$ cat src/sv/ile_pkg.sv
`timescale 1ns / 1ps
package ile_pkg;

    localparam int DEF_DEPTH       = 32;
    localparam int DEF_VALUE_WIDTH = 32;

    localparam int IDX_W    = 8;
    localparam int DATA_W   = 32;
    localparam int STATUS_W = 2;
    localparam int COUNT_W  = 6;

    typedef enum logic [2:0] {
        OP_INS = 3'd0,
        OP_DEL = 3'd1,
        OP_SET = 3'd2,
        OP_GET = 3'd3,
        OP_CLR = 3'd4
    } t_op;

    localparam logic [STATUS_W-1:0] STS_OK     = 2'd0;
    localparam logic [STATUS_W-1:0] STS_BADIDX = 2'd1;
    localparam logic [STATUS_W-1:0] STS_FULL   = 2'd2;

    typedef enum logic [2:0] {
        CELL_HOLD = 3'd0,
        CELL_INS  = 3'd1,
        CELL_DEL  = 3'd2,
        CELL_WR   = 3'd3,
        CELL_ZERO = 3'd4
    } t_cell_op;

    typedef struct packed {
        t_cell_op         op;
        logic [IDX_W-1:0] idx;
    } t_cell_ctl;

    typedef enum logic [1:0] {
        ST_IDLE  = 2'b01,
        ST_CLEAR = 2'b10
    } t_state;

endpackage

$ cat src/sv/ile_cell.sv
`timescale 1ns / 1ps
module ile_cell
    import ile_pkg::*;
#(
    parameter int VALUE_WIDTH = DEF_VALUE_WIDTH
) (
    input  logic                   i_clk,
    input  logic                   i_rst_n,
    input  logic [IDX_W-1:0]       i_pos,
    input  t_cell_ctl              i_ctl,
    input  logic [VALUE_WIDTH-1:0] i_value,
    input  logic [VALUE_WIDTH-1:0] i_prev,
    input  logic [VALUE_WIDTH-1:0] i_next,
    output logic [VALUE_WIDTH-1:0] o_value,
    output logic [VALUE_WIDTH-1:0] o_tap
);

    logic [VALUE_WIDTH-1:0] r_val;
    logic [VALUE_WIDTH-1:0] n_val;
    logic                   w_hit;
    logic                   w_above;

    assign w_hit   = (i_pos == i_ctl.idx);
    assign w_above = (i_pos > i_ctl.idx);

    always_comb begin
        n_val = r_val;
        case (i_ctl.op)
            CELL_INS: begin
                if (w_above) begin
                    n_val = i_prev;
                end else if (w_hit) begin
                    n_val = i_value;
                end
            end
            CELL_DEL: begin
                if (w_above || w_hit) begin
                    n_val = i_next;
                end
            end
            CELL_WR: begin
                if (w_hit) begin
                    n_val = i_value;
                end
            end
            CELL_ZERO: begin
                if (w_hit) begin
                    n_val = '0;
                end
            end
            default: begin
                n_val = r_val;
            end
        endcase
    end

    always_ff @(posedge i_clk) begin
        if (!i_rst_n) begin
            r_val <= '0;
        end else begin
            r_val <= n_val;
        end
    end

    assign o_value = r_val;
    assign o_tap   = w_hit ? r_val : '0;

endmodule

$ cat config.mk
export PLATFORM = sky130hd
export DESIGN_NAME = ile_cell
export DESIGN_NICKNAME = d
export VERILOG_FILES = /design/src/sv/ile_pkg.sv /design/src/sv/ile_cell.sv
export SDC_FILE = /design/constraint.sdc
export NUM_CORES = 1
export LEC_CHECK = 0
export ABC_AREA = 1
export BUFFER_PORTS_ARGS = -buffer_cell sky130_fd_sc_hd__buf_2
export CORE_MARGIN = 8
export CORE_UTILIZATION = 52
export CTS_BUF_LIST = sky130_fd_sc_hd__clkbuf_16
export CTS_CLUSTER_SIZE = 16
export DETAILED_ROUTE_END_ITERATION = 12
export PLACE_DENSITY = 0.89
export SLEW_MARGIN = 20
export SYNTH_ARGS = -nofsm -noshare
export SYNTH_HDL_FRONTEND = slang
export SYNTH_SLANG_ARGS = --single-unit
$ cat constraint.sdc
create_clock -name i_clk -period 6.9 [get_ports i_clk]
set_input_delay 1.725 -clock i_clk [delete_from_list [all_inputs] [get_ports i_clk]]
set_output_delay 1.725 -clock i_clk [all_outputs]
set_load 0.02 [all_outputs]
==> Implementation_results.wiki <==
{| class="wikitable"
! Metric !! Value
|-
| Pin count of the biggest net entering global routing || between 60 and 70
|-
| Number of standard cells after synthesis || 743
|-
| Unrepaired setup endpoints after global routing || no
|-
| Capturing point of the worst reg2reg path || o_value[9]$_SDFFE_PN0P_
|-
| Path type of the worst setup path || in2out
|-
| Placed wire-length estimate after detailed placement || between 8000 and 9000 um
|-
| Depth of the most critical reg-to-reg path || 7
|-
| Hold-fix buffer count after cts || 0
|-
| Endpoint class of the critical path || output port
|-
| Synthesized netlist net count || between 800 and 900
|-
| Diode count || 0
|-
| Port buffer count || 180
|-
| Aggregate global-route resource usage || around a quarter
|-
| Number of max-cap violations || 0
|-
| Iteration-0 DRC count of the detailed router || ~280
|-
| DRC violations left || 0
|-
| Critical path arrival || 3.69 ns
|-
| Final hold violation count || 0
|-
| Vertical die dimension || about 100 um
|-
| Highest net fanout along the worst path || 43
|-
| Antenna violations before repair || 0
|-
| P&R area growth vs syn || 26.0%
|-
| Post-synthesis cell type count || 18
|-
| Post_cts resized || 0
|-
| Pwr per Cell Area || 154 nW/um^2
|-
| Remaining antenna violation count || 0
|-
| Net total in the final layout || between 1000 and 1500
|-
| Most common cell after layout, fill and taps aside || sky130_fd_sc_hd__nand2_1
|-
| Final Wtd Congestion || roughly 0.85
|-
| Clock tree from TritonCTS || built
|-
| Post-Synthesis Cell Area || approximately 3800 sq um
|-
| Required time of the critical path || between 5 and 6 ns
|-
| Width of the die || around 100 um
|-
| Final Cycle Share || 78.5%
|-
| Post-synthesis sequential element count || 32
|-
| Number of post-CTS setup repair buffers || 0
|-
| Final worst hold slack || ~0.56 ns
|-
| Run status || completed
|-
| CTS clk-pin slew, worst paths || roughly 0.050 ns
|-
| Skew final || 0 ns
|-
| Count of endpoints failing setup in the final report || 0
|-
| CTS sink count || 32
|-
| Leading cell types in the layout, fill and taps excluded || 209 x sky130_fd_sc_hd__nand2_1, 180 x sky130_fd_sc_hd__buf_2, 131 x sky130_fd_sc_hd__nor2_1
|-
| Depth of the CTS H-tree || 2
|-
| Top Ports || 181
|-
| DIE AREA || between 10000 and 15000 sq um
|-
| Via count || just under 5000
|-
| Highest Clock Rate || roughly 0.18 GHz
|-
| Max FFs per register || 32
|-
| Critical Path Start Type || input pin
|-
| Buffer depth of the longest clock path || 2
|-
| Via density per instance || roughly 4.9
|-
| Tmin final || ~5.4 ns
|-
| Share of the yosys chip area belonging to registers || between 15 and 20%
|-
| Synthesis warning total || 0
|-
| Share of final-layout standard cells stronger than drive strength 1 || roughly 23%
|-
| Core region area || around 7000 sq um
|-
| Global-route wire length before repair || 20000 um
|-
| Routed WL || approximately 12000 um
|-
| Flop2flop setup slack || 5.82 ns
|-
| Total gr overflow || 0
|-
| Number of standard-cell rows in the floorplan || 31
|-
| First-pass iteration count of the detailed router || 5
|-
| Worst setup path endpoint || o_tap[10]
|-
| Reg2Reg Launch Point || o_value[9]$_SDFFE_PN0P_
|-
| Total CTS buffers || 5
|-
| Final setup TNS || 0 ns
|-
| Cell at the root of the clock tree || sky130_fd_sc_hd__clkbuf_16
|-
| Leak pwr || ~3 nW
|-
| Measured slew at the worst slew-check pin || between 1 and 1.5 ns
|-
| Slew HR || between 30% and 40%
|-
| Number of global-route vias before repair || ~4400
|-
| Skew-Pair Late Insertion Delay || 0.27 ns
|-
| Type of the tightest min-delay check || reg2reg
|-
| Max-slew violations || 0
|-
| Initial Utilization || a little over half
|-
| Beginning of the critical path || i_ctl[7]
|-
| Average instance area after synthesis || around 5.2 sq um
|-
| Worst IR drop on VDD || roughly 0.1 mV
|-
| Mean routed wirelength per cell || approximately 13 um
|}
-- per-layer routing --
metal  GRT usage [%]  vias to the layer above  part of all wire [%]
met3            4.09                       17                   9.2
met4            8.47                        0                   1.6
met1            27.9                     2072                    41
li1                -                     2547                     -
met2            41.0                      207                    48
met5               0                        -                     0
-- power by group --
group,internal [W],leakage [nW],switching (W),total (W)
Sequential,0.000207,0.265,0.0000103,0.000217
Clock,0.000129,0.0648,0.0000770,0.000206
Combinational,0.000124,2.68,0.000198,0.000322
-- Yosys cell counts --
library cell | number | area share, %
sky130_fd_sc_hd__nand2_1 | 210 | 21
sky130_fd_sc_hd__nor2_1 | 133 | 13
sky130_fd_sc_hd__inv_1 | 111 | 11
sky130_fd_sc_hd__nand3_1 | 97 | 13
sky130_fd_sc_hd__a21oi_1 | 34 | 4.4
sky130_fd_sc_hd__and2_1 | 32 | 5.2
sky130_fd_sc_hd__dfxtp_1 | 32 | 17
sky130_fd_sc_hd__nand3b_1 | 32 | 6.3
sky130_fd_sc_hd__buf_2 | 25 | 3.3
sky130_fd_sc_hd__clkbuf_1 | 14 | 1.4
sky130_fd_sc_hd__ha_1 | 8 | 2.6
sky130_fd_sc_hd__buf_6 | 5 | 1.5
sky130_fd_sc_hd__buf_1 | 3 | 0.29
sky130_fd_sc_hd__nand2_2 | 2 | 0.33
sky130_fd_sc_hd__nor2_4 | 2 | 0.59
sky130_fd_sc_hd__a21o_1 | 1 | 0.20
sky130_fd_sc_hd__buf_4 | 1 | 0.20
sky130_fd_sc_hd__inv_2 | 1 | 0.098
-- critical path: stages --
cell	delay, ns
sky130_fd_sc_hd__buf_2	0.08
sky130_fd_sc_hd__inv_1	0.03
sky130_fd_sc_hd__ha_1	0.29
sky130_fd_sc_hd__nand2_1	0.11
sky130_fd_sc_hd__nor2_4	0.11
sky130_fd_sc_hd__buf_4	0.34
sky130_fd_sc_hd__nand2_4	0.35
sky130_fd_sc_hd__buf_4	0.34
sky130_fd_sc_hd__nor2_1	0.10
sky130_fd_sc_hd__buf_2	0.17
-- layout make-up --
cell class	count	area [sq um]
fillers	747	2380
inverters	112	420
clock buffers	5	125
clock inverters	2	7.51
flip-flops and latches	32	641
well taps	99	124
multi-input cells	551	2540
repair buffers	189	981
-- logic make-up (layout without fill, tap and decap cells) --
family / Yosys count / after routing / synth area share (%)
compound gates: 35 / 35 / 4.63
fa+ha+maj: 8 / 8 / 2.61
buf+inv: 160 / 308 / 17.5
flops: 32 / 32 / 16.7
simple gates: 508 / 508 / 58.6
-- worst min path at each step --
stage | slack (ns) | startpoint | cells past startpoint | end
floorplan | 0.63 | o_value[0]$_SDFFE_PN0P_ | 4 | o_value[0]$_SDFFE_PN0P_
global placement | 0.55 | o_value[17]$_SDFFE_PN0P_ | 4 | o_value[17]$_SDFFE_PN0P_
detailed placement | 0.55 | o_value[17]$_SDFFE_PN0P_ | 4 | o_value[17]$_SDFFE_PN0P_
CTS | 0.56 | o_value[24]$_SDFFE_PN0P_ | 4 | o_value[24]$_SDFFE_PN0P_
global route | 0.59 | o_value[4]$_SDFFE_PN0P_ | 4 | o_value[4]$_SDFFE_PN0P_
finish | 0.56 | o_value[17]$_SDFFE_PN0P_ | 4 | o_value[17]$_SDFFE_PN0P_
-- metrics by stage --
step | util (%) | setup WS [ns] | power, W | area, sq um | std cells
after global routing | 67.0 | 1.31 | 0.000805 | 4840 | 990
after CTS | 67.0 | 1.49 | 0.000750 | 4840 | 990
after floorplan | - | 2.00 | 0.000449 | 3840 | 743
after global placement | 65.2 | 1.55 | 0.000536 | 4700 | 983
after detailed placement | 65.2 | 1.49 | 0.000541 | 4700 | 983
final | 67.0 | 1.48 | 0.000745 | 4840 | 990
No activity file was read; power rests on OpenSTA's default activity.
